### src/rtl/tpg_pkg.sv
// Package for the turtle pen plotter grid: command codes, heading codes,
// result kinds and the controller state type. No dependencies.
`timescale 1ns / 1ps

package tpg_pkg;

   localparam int GRID_SIZE_DEF = 20;

   localparam logic [7:0] CMD_PEN_UP   = 8'd1;
   localparam logic [7:0] CMD_PEN_DOWN = 8'd2;
   localparam logic [7:0] CMD_RIGHT    = 8'd3;
   localparam logic [7:0] CMD_LEFT     = 8'd4;
   localparam logic [7:0] CMD_MOVE     = 8'd5;
   localparam logic [7:0] CMD_DUMP     = 8'd6;
   localparam logic [7:0] CMD_END      = 8'd9;

   localparam logic [1:0] HEAD_EAST  = 2'd0;
   localparam logic [1:0] HEAD_SOUTH = 2'd1;
   localparam logic [1:0] HEAD_WEST  = 2'd2;
   localparam logic [1:0] HEAD_NORTH = 2'd3;

   localparam logic KIND_ROW = 1'b0;
   localparam logic KIND_BAD = 1'b1;

   typedef enum logic [2:0] {
      ST_IDLE,
      ST_MV_RD,
      ST_MV_WR,
      ST_DUMP_RD,
      ST_DUMP_LD,
      ST_BAD
   } tpg_state_type;

endpackage

### src/rtl/tpg_grid_mem.sv
// Grid row memory: one row per entry, synchronous (registered) read.
// Per-row valid flags make never-written rows read as cleared. Uses tpg_pkg.
`timescale 1ns / 1ps

module tpg_grid_mem
   import tpg_pkg::*;
#(
   parameter int GRID_SIZE = GRID_SIZE_DEF
) (
   input  logic                         clock,
   input  logic                         reset,
   input  logic                         rd_en,
   input  logic [$clog2(GRID_SIZE)-1:0] rd_addr,
   output logic [GRID_SIZE-1:0]         rd_data,
   input  logic                         wr_en,
   input  logic [$clog2(GRID_SIZE)-1:0] wr_addr,
   input  logic [GRID_SIZE-1:0]         wr_data
);

   logic [GRID_SIZE-1:0] mem [GRID_SIZE];
   logic [GRID_SIZE-1:0] row_valid_ff;
   logic [GRID_SIZE-1:0] rd_q_ff;
   logic                 rd_valid_ff;

   always_ff @(posedge clock) begin
      if (wr_en) begin
         mem[wr_addr] <= wr_data;
      end
      if (rd_en) begin
         rd_q_ff <= mem[rd_addr];
      end
   end

   always_ff @(posedge clock) begin
      if (reset) begin
         row_valid_ff <= '0;
         rd_valid_ff  <= 1'b0;
      end else begin
         if (wr_en) begin
            row_valid_ff[wr_addr] <= 1'b1;
         end
         if (rd_en) begin
            rd_valid_ff <= row_valid_ff[rd_addr];
         end
      end
   end

   assign rd_data = rd_valid_ff ? rd_q_ff : '0;

endmodule

### src/rtl/tpg_ctrl.sv
// Plotter sequencer: decodes commands, keeps pen, heading and position, walks
// moves and dumps through the grid memory. Uses tpg_pkg.
`timescale 1ns / 1ps

module tpg_ctrl
   import tpg_pkg::*;
#(
   parameter int GRID_SIZE = GRID_SIZE_DEF
) (
   input  logic                         clock,
   input  logic                         reset,
   input  logic                         req_valid,
   output logic                         req_ready,
   input  logic [7:0]                   req_command,
   input  logic [9:0]                   req_steps,
   input  logic                         req_batch_end,
   input  logic                         rsp_free,
   output logic                         rd_en,
   output logic [$clog2(GRID_SIZE)-1:0] rd_addr,
   input  logic [GRID_SIZE-1:0]         rd_data,
   output logic                         wr_en,
   output logic [$clog2(GRID_SIZE)-1:0] wr_addr,
   output logic [GRID_SIZE-1:0]         wr_data,
   output logic                         ld_en,
   output logic                         ld_kind,
   output logic [5:0]                   ld_row_index,
   output logic [GRID_SIZE-1:0]         ld_row_bits,
   output logic [7:0]                   ld_bad_command,
   output logic                         ld_last
);

   localparam int PW = $clog2(GRID_SIZE);
   localparam int CW = $clog2(GRID_SIZE + 1);
   localparam logic [PW-1:0] POS_MAX = PW'(GRID_SIZE - 1);

   tpg_state_type state_ff, state_in;

   logic [PW-1:0] col_ff, col_in;
   logic [PW-1:0] row_ff, row_in;
   logic [1:0]    heading_ff, heading_in;
   logic          pen_ff, pen_in;
   logic          skip_ff, skip_in;
   logic [CW-1:0] count_ff, count_in;
   logic [PW-1:0] dump_row_ff, dump_row_in;
   logic [7:0]    bad_ff, bad_in;

   logic accept;
   logic live;

   assign accept = req_valid && req_ready;
   assign live   = accept && !skip_ff;

   // next state
   always_comb begin
      state_in = state_ff;
      unique case (state_ff)
         ST_IDLE: begin
            if (live) begin
               priority case (req_command)
                  CMD_PEN_UP, CMD_PEN_DOWN, CMD_RIGHT, CMD_LEFT, CMD_END:
                     state_in = ST_IDLE;
                  CMD_MOVE:
                     state_in = (req_steps != 10'd0) ? ST_MV_RD : ST_IDLE;
                  CMD_DUMP:
                     state_in = ST_DUMP_RD;
                  default:
                     state_in = ST_BAD;
               endcase
            end
         end
         ST_MV_RD:   state_in = ST_MV_WR;
         ST_MV_WR:   state_in = (count_ff == CW'(1)) ? ST_IDLE : ST_MV_RD;
         ST_DUMP_RD: state_in = rsp_free ? ST_DUMP_LD : ST_DUMP_RD;
         ST_DUMP_LD: state_in = (dump_row_ff == POS_MAX) ? ST_IDLE : ST_DUMP_RD;
         ST_BAD:     state_in = rsp_free ? ST_IDLE : ST_BAD;
         default:    state_in = ST_IDLE;
      endcase
   end

   // outputs
   always_comb begin
      req_ready      = (state_ff == ST_IDLE);
      rd_en          = (state_ff == ST_MV_RD) || ((state_ff == ST_DUMP_RD) && rsp_free);
      rd_addr        = (state_ff == ST_MV_RD) ? row_ff : dump_row_ff;
      wr_en          = (state_ff == ST_MV_WR) && pen_ff;
      wr_addr        = row_ff;
      wr_data        = rd_data | (GRID_SIZE'(1) << col_ff);
      ld_en          = (state_ff == ST_DUMP_LD) || ((state_ff == ST_BAD) && rsp_free);
      ld_kind        = (state_ff == ST_BAD) ? KIND_BAD : KIND_ROW;
      ld_row_index   = (state_ff == ST_BAD) ? 6'd0 : 6'(dump_row_ff);
      ld_row_bits    = (state_ff == ST_BAD) ? '0 : rd_data;
      ld_bad_command = (state_ff == ST_BAD) ? bad_ff : 8'd0;
      ld_last        = (state_ff == ST_BAD) || (dump_row_ff == POS_MAX);
   end

   // datapath next values
   always_comb begin
      col_in      = col_ff;
      row_in      = row_ff;
      heading_in  = heading_ff;
      pen_in      = pen_ff;
      skip_in     = skip_ff;
      count_in    = count_ff;
      dump_row_in = dump_row_ff;
      bad_in      = bad_ff;
      if (live) begin
         priority case (req_command)
            CMD_PEN_UP:   pen_in = 1'b0;
            CMD_PEN_DOWN: pen_in = 1'b1;
            CMD_RIGHT:    heading_in = heading_ff + 2'd1;
            CMD_LEFT:     heading_in = heading_ff + 2'd3;
            CMD_MOVE:     count_in = (req_steps > 10'(GRID_SIZE)) ?
                                     CW'(GRID_SIZE) : CW'(req_steps);
            CMD_DUMP:     dump_row_in = '0;
            CMD_END:      skip_in = 1'b1;
            default:      bad_in = req_command;
         endcase
      end
      if (accept && req_batch_end) begin
         skip_in = 1'b0;
      end
      if (state_ff == ST_MV_WR) begin
         count_in = count_ff - CW'(1);
         unique case (heading_ff)
            HEAD_EAST:  if (col_ff != POS_MAX) col_in = col_ff + PW'(1);
            HEAD_SOUTH: if (row_ff != POS_MAX) row_in = row_ff + PW'(1);
            HEAD_WEST:  if (col_ff != '0) col_in = col_ff - PW'(1);
            HEAD_NORTH: if (row_ff != '0) row_in = row_ff - PW'(1);
            default:    col_in = col_ff;
         endcase
      end
      if ((state_ff == ST_DUMP_LD) && (dump_row_ff != POS_MAX)) begin
         dump_row_in = dump_row_ff + PW'(1);
      end
   end

   always_ff @(posedge clock) begin
      if (reset) begin
         state_ff    <= ST_IDLE;
         col_ff      <= '0;
         row_ff      <= '0;
         heading_ff  <= HEAD_EAST;
         pen_ff      <= 1'b0;
         skip_ff     <= 1'b0;
         count_ff    <= '0;
         dump_row_ff <= '0;
      end else begin
         state_ff    <= state_in;
         col_ff      <= col_in;
         row_ff      <= row_in;
         heading_ff  <= heading_in;
         pen_ff      <= pen_in;
         skip_ff     <= skip_in;
         count_ff    <= count_in;
         dump_row_ff <= dump_row_in;
      end
   end

   always_ff @(posedge clock) begin
      bad_ff <= bad_in;
   end

endmodule

### src/rtl/turtle_pen_plotter_grid_top.sv
// Turtle pen plotter grid, top level: sequencer, grid row memory and the
// result register. Uses tpg_pkg, tpg_grid_mem and tpg_ctrl.
`timescale 1ns / 1ps

// A GRID_SIZE x GRID_SIZE turtle plotter; the grid lives in a row memory with
// a registered read and reads as cleared after reset (per-row valid flags,
// no clearing pass). One item is handled at a time. A move walks at most
// GRID_SIZE steps: each step reads the current row and then, with the pen down,
// writes it back marked. A dump reads each row in turn and loads it as a result,
// waiting while the result register is full; an invalid command loads one
// result the same way. Results wait in an output register until rsp_ready
// takes them.
module turtle_pen_plotter_grid_top
   import tpg_pkg::*;
#(
   parameter int GRID_SIZE = GRID_SIZE_DEF
) (
   input  logic                 clock,
   input  logic                 reset,
   input  logic                 req_valid,
   output logic                 req_ready,
   input  logic [7:0]           req_command,
   input  logic [9:0]           req_steps,
   input  logic                 req_batch_end,
   output logic                 rsp_valid,
   input  logic                 rsp_ready,
   output logic                 rsp_kind,
   output logic [5:0]           rsp_row_index,
   output logic [GRID_SIZE-1:0] rsp_row_bits,
   output logic [7:0]           rsp_bad_command,
   output logic                 rsp_last
);

   localparam int PW = $clog2(GRID_SIZE);

   logic                 rd_en;
   logic [PW-1:0]        rd_addr;
   logic [GRID_SIZE-1:0] rd_data;
   logic                 wr_en;
   logic [PW-1:0]        wr_addr;
   logic [GRID_SIZE-1:0] wr_data;

   logic                 ld_en;
   logic                 ld_kind;
   logic [5:0]           ld_row_index;
   logic [GRID_SIZE-1:0] ld_row_bits;
   logic [7:0]           ld_bad_command;
   logic                 ld_last;

   logic                 rsp_valid_ff, rsp_valid_in;
   logic                 kind_ff;
   logic [5:0]           row_index_ff;
   logic [GRID_SIZE-1:0] row_bits_ff;
   logic [7:0]           bad_command_ff;
   logic                 last_ff;
   logic                 rsp_free;

   assign rsp_free = !rsp_valid_ff || rsp_ready;

   tpg_ctrl #(
      .GRID_SIZE(GRID_SIZE)
   ) u_ctrl (
      .clock          (clock),
      .reset          (reset),
      .req_valid      (req_valid),
      .req_ready      (req_ready),
      .req_command    (req_command),
      .req_steps      (req_steps),
      .req_batch_end  (req_batch_end),
      .rsp_free       (rsp_free),
      .rd_en          (rd_en),
      .rd_addr        (rd_addr),
      .rd_data        (rd_data),
      .wr_en          (wr_en),
      .wr_addr        (wr_addr),
      .wr_data        (wr_data),
      .ld_en          (ld_en),
      .ld_kind        (ld_kind),
      .ld_row_index   (ld_row_index),
      .ld_row_bits    (ld_row_bits),
      .ld_bad_command (ld_bad_command),
      .ld_last        (ld_last)
   );

   tpg_grid_mem #(
      .GRID_SIZE(GRID_SIZE)
   ) u_grid_mem (
      .clock   (clock),
      .reset   (reset),
      .rd_en   (rd_en),
      .rd_addr (rd_addr),
      .rd_data (rd_data),
      .wr_en   (wr_en),
      .wr_addr (wr_addr),
      .wr_data (wr_data)
   );

   always_comb begin
      rsp_valid_in = rsp_valid_ff;
      if (ld_en) begin
         rsp_valid_in = 1'b1;
      end else if (rsp_ready) begin
         rsp_valid_in = 1'b0;
      end
   end

   always_ff @(posedge clock) begin
      if (reset) begin
         rsp_valid_ff <= 1'b0;
      end else begin
         rsp_valid_ff <= rsp_valid_in;
      end
   end

   always_ff @(posedge clock) begin
      if (ld_en) begin
         kind_ff        <= ld_kind;
         row_index_ff   <= ld_row_index;
         row_bits_ff    <= ld_row_bits;
         bad_command_ff <= ld_bad_command;
         last_ff        <= ld_last;
      end
   end

   assign rsp_valid       = rsp_valid_ff;
   assign rsp_kind        = kind_ff;
   assign rsp_row_index   = row_index_ff;
   assign rsp_row_bits    = row_bits_ff;
   assign rsp_bad_command = bad_command_ff;
   assign rsp_last        = last_ff;

endmodule
### config.mk
export PLATFORM = sky130hd
export DESIGN_NAME = turtle_pen_plotter_grid_top
export DESIGN_NICKNAME = d
export VERILOG_FILES = /design/src/rtl/tpg_pkg.sv /design/src/rtl/tpg_grid_mem.sv /design/src/rtl/tpg_ctrl.sv /design/src/rtl/turtle_pen_plotter_grid_top.sv
export SDC_FILE = /design/constraint.sdc
export NUM_CORES = 1
export LEC_CHECK = 0
export ABC_AREA = 1
export CORE_MARGIN = 1
export CORE_UTILIZATION = 30
export CTS_CLUSTER_DIAMETER = 50
export DETAILED_ROUTE_END_ITERATION = 10
export DONT_BUFFER_PORTS = 1
export PLACE_DENSITY = 0.52
export SLEW_MARGIN = 10
export SYNTH_ARGS = -nofsm -noshare
export SYNTH_HDL_FRONTEND = slang
export SYNTH_SLANG_ARGS = --single-unit
export TNS_END_PERCENT = 1
### constraint.sdc
create_clock -name clock -period 3.75 [get_ports clock]
set_input_delay 0.75 -clock clock [delete_from_list [all_inputs] [get_ports clock]]
set_output_delay 0.75 -clock clock [all_outputs]
set_load 0.05 [all_outputs]
# Word-level counts from Yosys, hierarchy flattened

Memories as Yosys holds them, arrays and structs flattened. A register that Yosys moved wholly into a read port is not among the register bits.
Cells that the tools add are included.

Register bits: 93
RAM bits: 400
Memories: 1

$add $sub $neg: 8
$lt $le $gt $ge: 4
Equal/unequal tests: 25
Shift-type cells: 1
Muxes and demuxes: 34
Bitwise logic cells: 3
Reduce and logical (&&, ||, !) cells: 39

Memories:

| name           | words | bits a word | rd ports | clocked after Yosys merged registers in | wr ports | line               | RTL |
|---|---|---|---|---|---|---|---|
| u_grid_mem.mem | 20    | 20          | 1        | 1                                       | 1        | tpg_grid_mem.sv:20 | `logic [GRID_SIZE-1:0] mem [GRID_SIZE];` |

Operators with widths:

| operator             | count |
|---|---|
| $mux 5               | 12 |
| $or 20x20->20        | 2 |
| $eq 8x3->1 const B   | 3 |
| $mux 20              | 1 |
| $pmux 5 s2           | 2 |
| $shl 1x5->20 const A | 1 |
| $pmux 3 s6           | 1 |
| $reduce_bool 2->1    | 9 |
| $eq 8x2->1 const B   | 2 |
| $add 5x1->5 const B  | 3 |
| $ne 5x5->1 const B   | 3 |
| $sub 5x1->5 const B  | 3 |
| $lt 5x6->1 const B   | 2 |
| $reduce_and 2->1     | 6 |
| $gt 10x5->1 const B  | 1 |
| $reduce_bool 10->1   | 1 |
| $reduce_bool 5->1    | 2 |
| $mux 1               | 9 |
| $mux 3               | 3 |
| $pmux 3 s3           | 1 |
| $eq 8x1->1 const B   | 1 |
| $eq 8x4->1 const B   | 1 |
| $logic_and 1x1->1    | 8 |
| $ne 2x1->1 const B   | 4 |
| other kinds (25)     | 33 |

# Longest topological paths before layout

Depth after elaboration: 5
Mapped depth: 14
Gate-level depth less buffers: 12

# Modules after synthesis

Synthesis repeated with hierarchy kept, for this count alone.

Cells, all modules: 1,952
Area total of the unflattened synthesis: 21,444.3 um^2

By module, submodules not included:

| module                      | times used | cells an instance | area an instance (um^2) | sequential area each (um^2) |
|---|---|---|---|---|
| tpg_grid_mem                | 1          | 1,458             | 17,545.6                | 13,032.5 |
| tpg_ctrl                    | 1          | 453               | 2,775.2                 | 780.7 |
| turtle_pen_plotter_grid_top | 1          | 41                | 1,123.6                 | 1,101.1 |

# Least setup slack after synthesis

OpenSTA, ideal clock, no wires.

Kind: in2reg
From: input port rsp_ready
To: register u_grid_mem.rd_q_ff[0] (read register of u_grid_mem.mem), enable pin
Arrival time: 2.342 ns
Path slack: 0.979 ns
Stages on the path: 2
Cells stage by stage: nor2_1 -> o21ai_0

Longest elaborated chain between the ends: 3

Ends and longest elaborated chain:

| element           | line                              | RTL |
|---|---|---|
| start, declared   | turtle_pen_plotter_grid_top.sv:26 | `input logic rsp_ready,` |
| $logic_or 1x1->1  | turtle_pen_plotter_grid_top.sv:58 | `assign rsp_free = !rsp_valid_ff \|\| rsp_ready;` |
| $logic_and 1x1->1 | tpg_ctrl.sv:83                    | `rd_en = (state_ff == ST_MV_RD) \|\| ((state_ff == ST_DUMP_RD) && rsp_free);` |
| $logic_or 1x1->1  | tpg_ctrl.sv:83                    |  |
| net rd_en         | turtle_pen_plotter_grid_top.sv:36 | `logic rd_en;` |
| end, declared     | tpg_grid_mem.sv:22                | `logic [GRID_SIZE-1:0] rd_q_ff;` |

The timed path passes the listed nets, and every way through them passes these cells.
A chain may end at the register's enable or synchronous reset.

# Worst setup path after layout

From: register u_ctrl.state_ff[1]
To: register u_grid_mem.rd_q_ff[18] (read register of u_grid_mem.mem), data pin

Longest elaborated chain between the ends: 3
Elaborated cells on any way between the ends: 5
Those cells by class: 2 x eq/ne; 1 x mux; 2 x reduce/logical

Ends and longest elaborated chain:

| element                | line            | RTL |
|---|---|---|
| start, declared        | tpg_ctrl.sv:36  | `tpg_state_type state_ff, state_in;` |
| start signal, assigned | tpg_ctrl.sv:148 | `state_ff <= state_in;` |
| $eq 3x2->1             | tpg_ctrl.sv:83  |  |
| $logic_and 1x1->1      | tpg_ctrl.sv:83  |  |
| $logic_or 1x1->1       | tpg_ctrl.sv:83  |  |

Several ways; a longest one is shown, not always the timed one.

==> results by group <==
Outcome
  • Status: completed

Synthesis
  • Share of flip-flops with an asynchronous set or reset: 0%
  • Synth warn: 0
  • Register bit total from synthesis: between 500 and 600
  • Dominant synthesized flop cell: edfxtp_1
  • EDFF count, synth: between 400 and 500
  • Cell variety after synth: 40
  • Post-Synthesis Cells: 1901
  • Avg Inst Size Synth: 11.2 um^2
  • Sequential area share after synthesis: between 60 and 70%
  • Synthesized area: 21300 um^2
  • Post-Syn Nets: approximately 1900

CTS
  • CTS Hold Bufs: 0
  • CTS tree: built
  • Clk_lat worst skew: 610 ps
  • H-tree depth: 2
  • Reg clk slew, reported paths: 60 ps
  • Sink Count: roughly 510
  • Clock Tree Root: clkbuf_16
  • Post-CTS Setup Bufs: 0
  • Clock Path Buffers: 3
  • Total CTS buffers: 52
  • Resized cells post-CTS: 0

Global route
  • Antenna violations before repair: 1
  • First-pass GRT wire length: between 80000 and 90000 um
  • Global route hottest layer: met2
  • Met3 Track Usage GR: approximately 3.2%
  • GR Overflow Total: 0
  • GR met1 Demand/Resource: 22.2%
  • Vias in the first global route: roughly 14000
  • GRT met2 Usage: about 25%
  • Largest net degree at the start of global routing: 90
  • All-layer global routing usage: about 16%

STA
  • Crit share post-route: between 70% and 80%
  • Worst Max-Slew Pin Slew: around 1200 ps
  • Setup_tns: 0 ps
  • Fin. Hold Viols: 0
  • Fmax: around 340 MHz
  • Pins Over Slew Limit: 0
  • Clock Skew: 17.1 ps
  • RSZ-0062 raised after global routing: no
  • Final Setup Violations: 0
  • Rel. slew slack: 17.7%
  • Final min period: roughly 2900 ps

Power
  • P_leak: 8.83 nW
  • VDD IR max: approximately 0.4 mV
  • PwrDens: about 660 nW/um^2

Floorplan
  • Initial Utilization: between 30% and 40%
  • Full die area: about 72000 um^2
  • Ports: slightly above 60
  • Die X-Extent: roughly 270 um
  • Core area: between 70000 and 80000 um^2
  • Placement row count: 97
  • Floorplan die height: roughly 270 um

Drt
  • Vias/cell: ~4.9
  • Routed wire length: roughly 57000 um
  • Initial DRT Pass Iterations: 6
  • WL per Instance: 19.7 um
  • DRC viols: 0
  • Vias: 14300
  • DR iter-0 viols: ~1500
  • Detail Route Antenna Nets: 0

Final layout
  • Fraction of layout cells with a size suffix above 1: between 9 and 10%
  • Final Non-Filler Cells: between 2000 and 3000
  • Ant diodes: 0
  • Nets: a little under 2000
  • Area Growth Syn to Fin: 14.2%

Placed design
  • Dpl hpwl: about 35000 um
  • Routability Congestion: ~0.84
  • Placed Cells: ~2800
  • PortBufs: 0

Worst setup path
  • WP data required: 4120 ps
  • Worst path most repeated cell: nand2_1
  • Critical path launch point type: register
  • Crit path largest cell delay: 380 ps
  • Crit end category: register
  • Slowest CP cell: buf_4
  • CP max FO: 89
  • Worst Path Arrival: between 3000 and 4000 ps
  • Crit Path Class: register to register
  • Number of buffers and inverters on the critical path: 4
  • CP top delay family: simple AND/OR/NAND/NOR gates
  • Crit-path cells: inv_2 -> nand3_2 -> nand2_4 -> nand2_8 -> buf_4 -> buf_4 -> o21ai_0 -> inv_1 -> o21ai_0 -> nand3_1 -> nand3_1 -> nand2_1 -> nand2_1 -> nand2_1

Flow run
  • Number of max-cap violations: 0

Min path
  • Hold WC Path Type: input port to register
## synth_stat cells (3+ instances only)
cell type  number  share of area (%)
nor2_1        294                5.2
o21ai_2         4               0.16
clkbuf_1       39               0.69
or2_2           4               0.12
nor4_1          3              0.088
nor3_1         10               0.23
nand2_1       215                3.8
buf_1           4              0.070
ha_1            9               0.53
inv_1         190                3.3
o211ai_1       42                1.5
buf_4          11               0.39
nand4_1         4               0.12
nand3_1       174                4.1
o21ai_0       200                4.7
a31oi_1         3              0.088
edfxtp_1      463                 65
o21ai_1        50                1.2
xor2_1          7               0.29
a32o_1          4               0.19
buf_2          35               0.82
o22ai_1        20               0.59
dfxtp_1        49                4.6
clkbuf_2        6               0.14
inv_2           5              0.088
a21oi_1        34               0.80
buf_6           3               0.16
## routing by layer
layer | share of wire, % | vias to the layer above
met1 | 45 | 7052
met3 | 6.7 | 96
li1 | - | 6656
met4 | 2.6 | 0
met5 | 0 | -
met2 | 46 | 475
## state kept, by name, summed over array words and instances, names as in the netlist, 2 cells and up
signal and cells:
u_ctrl.wr_addr 5, rsp_row_index 5, u_ctrl.count_ff 5, u_ctrl.bad_ff 8, u_ctrl.col_ff 5, u_grid_mem.mem 400, rsp_row_bits 20, u_ctrl.dump_row_ff 5
u_ctrl.heading_ff 2, rsp_bad_command 8, u_grid_mem.rd_q_ff 20, u_grid_mem.row_valid_ff 20, u_ctrl.state_ff 3
## path summary, 6_finish.rpt
check | from | end | slack [ps] | cells after the start
min | reset | u_ctrl.count_ff[0] | 200 | 1
max reg2reg | u_ctrl.state_ff[1] | u_grid_mem.rd_q_ff[18] | 850 | 14
min reg2reg | u_ctrl.pen_ff | u_ctrl.pen_ff | 470 | 2
max | u_ctrl.state_ff[1] | u_grid_mem.rd_q_ff[18] | 850 | 14
## stage by stage
| stage | power [mW] | utilization, % | hold slack [ps] | instance area (um^2) | setup slack, ps |
|---|---|---|---|---|---|
| floorplan | 10.0 | - | 431 | 21300 | 979 |
| global placement | 11.2 | 32.4 | 450 | 22700 | 960 |
| detailed placement | 11.2 | 32.4 | 459 | 22700 | 882 |
| CTS | 16.3 | 34.7 | 171 | 24300 | 891 |
| global route | 16.9 | 34.7 | 178 | 24300 | 618 |
| finish | 16.2 | 34.7 | 202 | 24300 | 849 |
## layout make-up
| cell class | instances | area [um^2] |
|---|---|---|
| timing repair buffer | 68 | 586 |
| clock inverter | 24 | 226 |
| clock buffer | 73 | 1400 |
| tap | 940 | 1180 |
| multi-input combinational | 1096 | 5330 |
| sequential | 512 | 14900 |
| inverter | 195 | 732 |
| fill | 7016 | 45800 |
## power by group
part | total (mW) | switching [mW] | internal (mW)
Clock | 5.07 | 2.18 | 2.88
Combinational | 3.31 | 2.46 | 0.842
Sequential | 7.80 | 0.737 | 7.06
Total | 16.2 | 5.38 | 10.8
## layout by cell type (no fill, tap or decap), types with 2 or more instances in the layout
master and n:
clkbuf_16 53, a211oi_1 2, o22ai_1 20, clkinv_2 5, nor2_1 274, o21ai_0 183
o21ai_2 11, a32o_1 4, clkinv_1 10, nand2_1 215, xnor2_1 2, xor2_1 7
dfxtp_1 49, nor3_1 10, clkinv_4 2, nor4_1 3, nand2_8 2, a21oi_1 34
bufinv_16 4, edfxtp_1 463, a31oi_1 3, nor2_2 22, nand3_1 174, inv_1 190
or2_2 4, o21ai_1 58, o211ai_1 42, inv_6 3, buf_4 62, ha_1 9
o21ai_4 2, buf_12 6, fa_1 2, inv_2 5, clkbuf_1 20, nand4_1 4
o221ai_1 2
## cell families (layout without fill, tap and decap cells)
logic type / Yosys count / in the layout / synth area share (%)
XOR/XNOR: 9 / 9 / 0.370
buffers and inverters: 293 / 360 / 5.70
adder cells (fa/ha/maj): 11 / 11 / 0.716
flip-flops: 512 / 512 / 69.9
other: 1 / 1 / 0.0176
AND/OR/NAND/NOR: 711 / 711 / 13.9
AO/OA/AOI/OAI: 364 / 364 / 9.44
(Power assumes the default switching activity.)
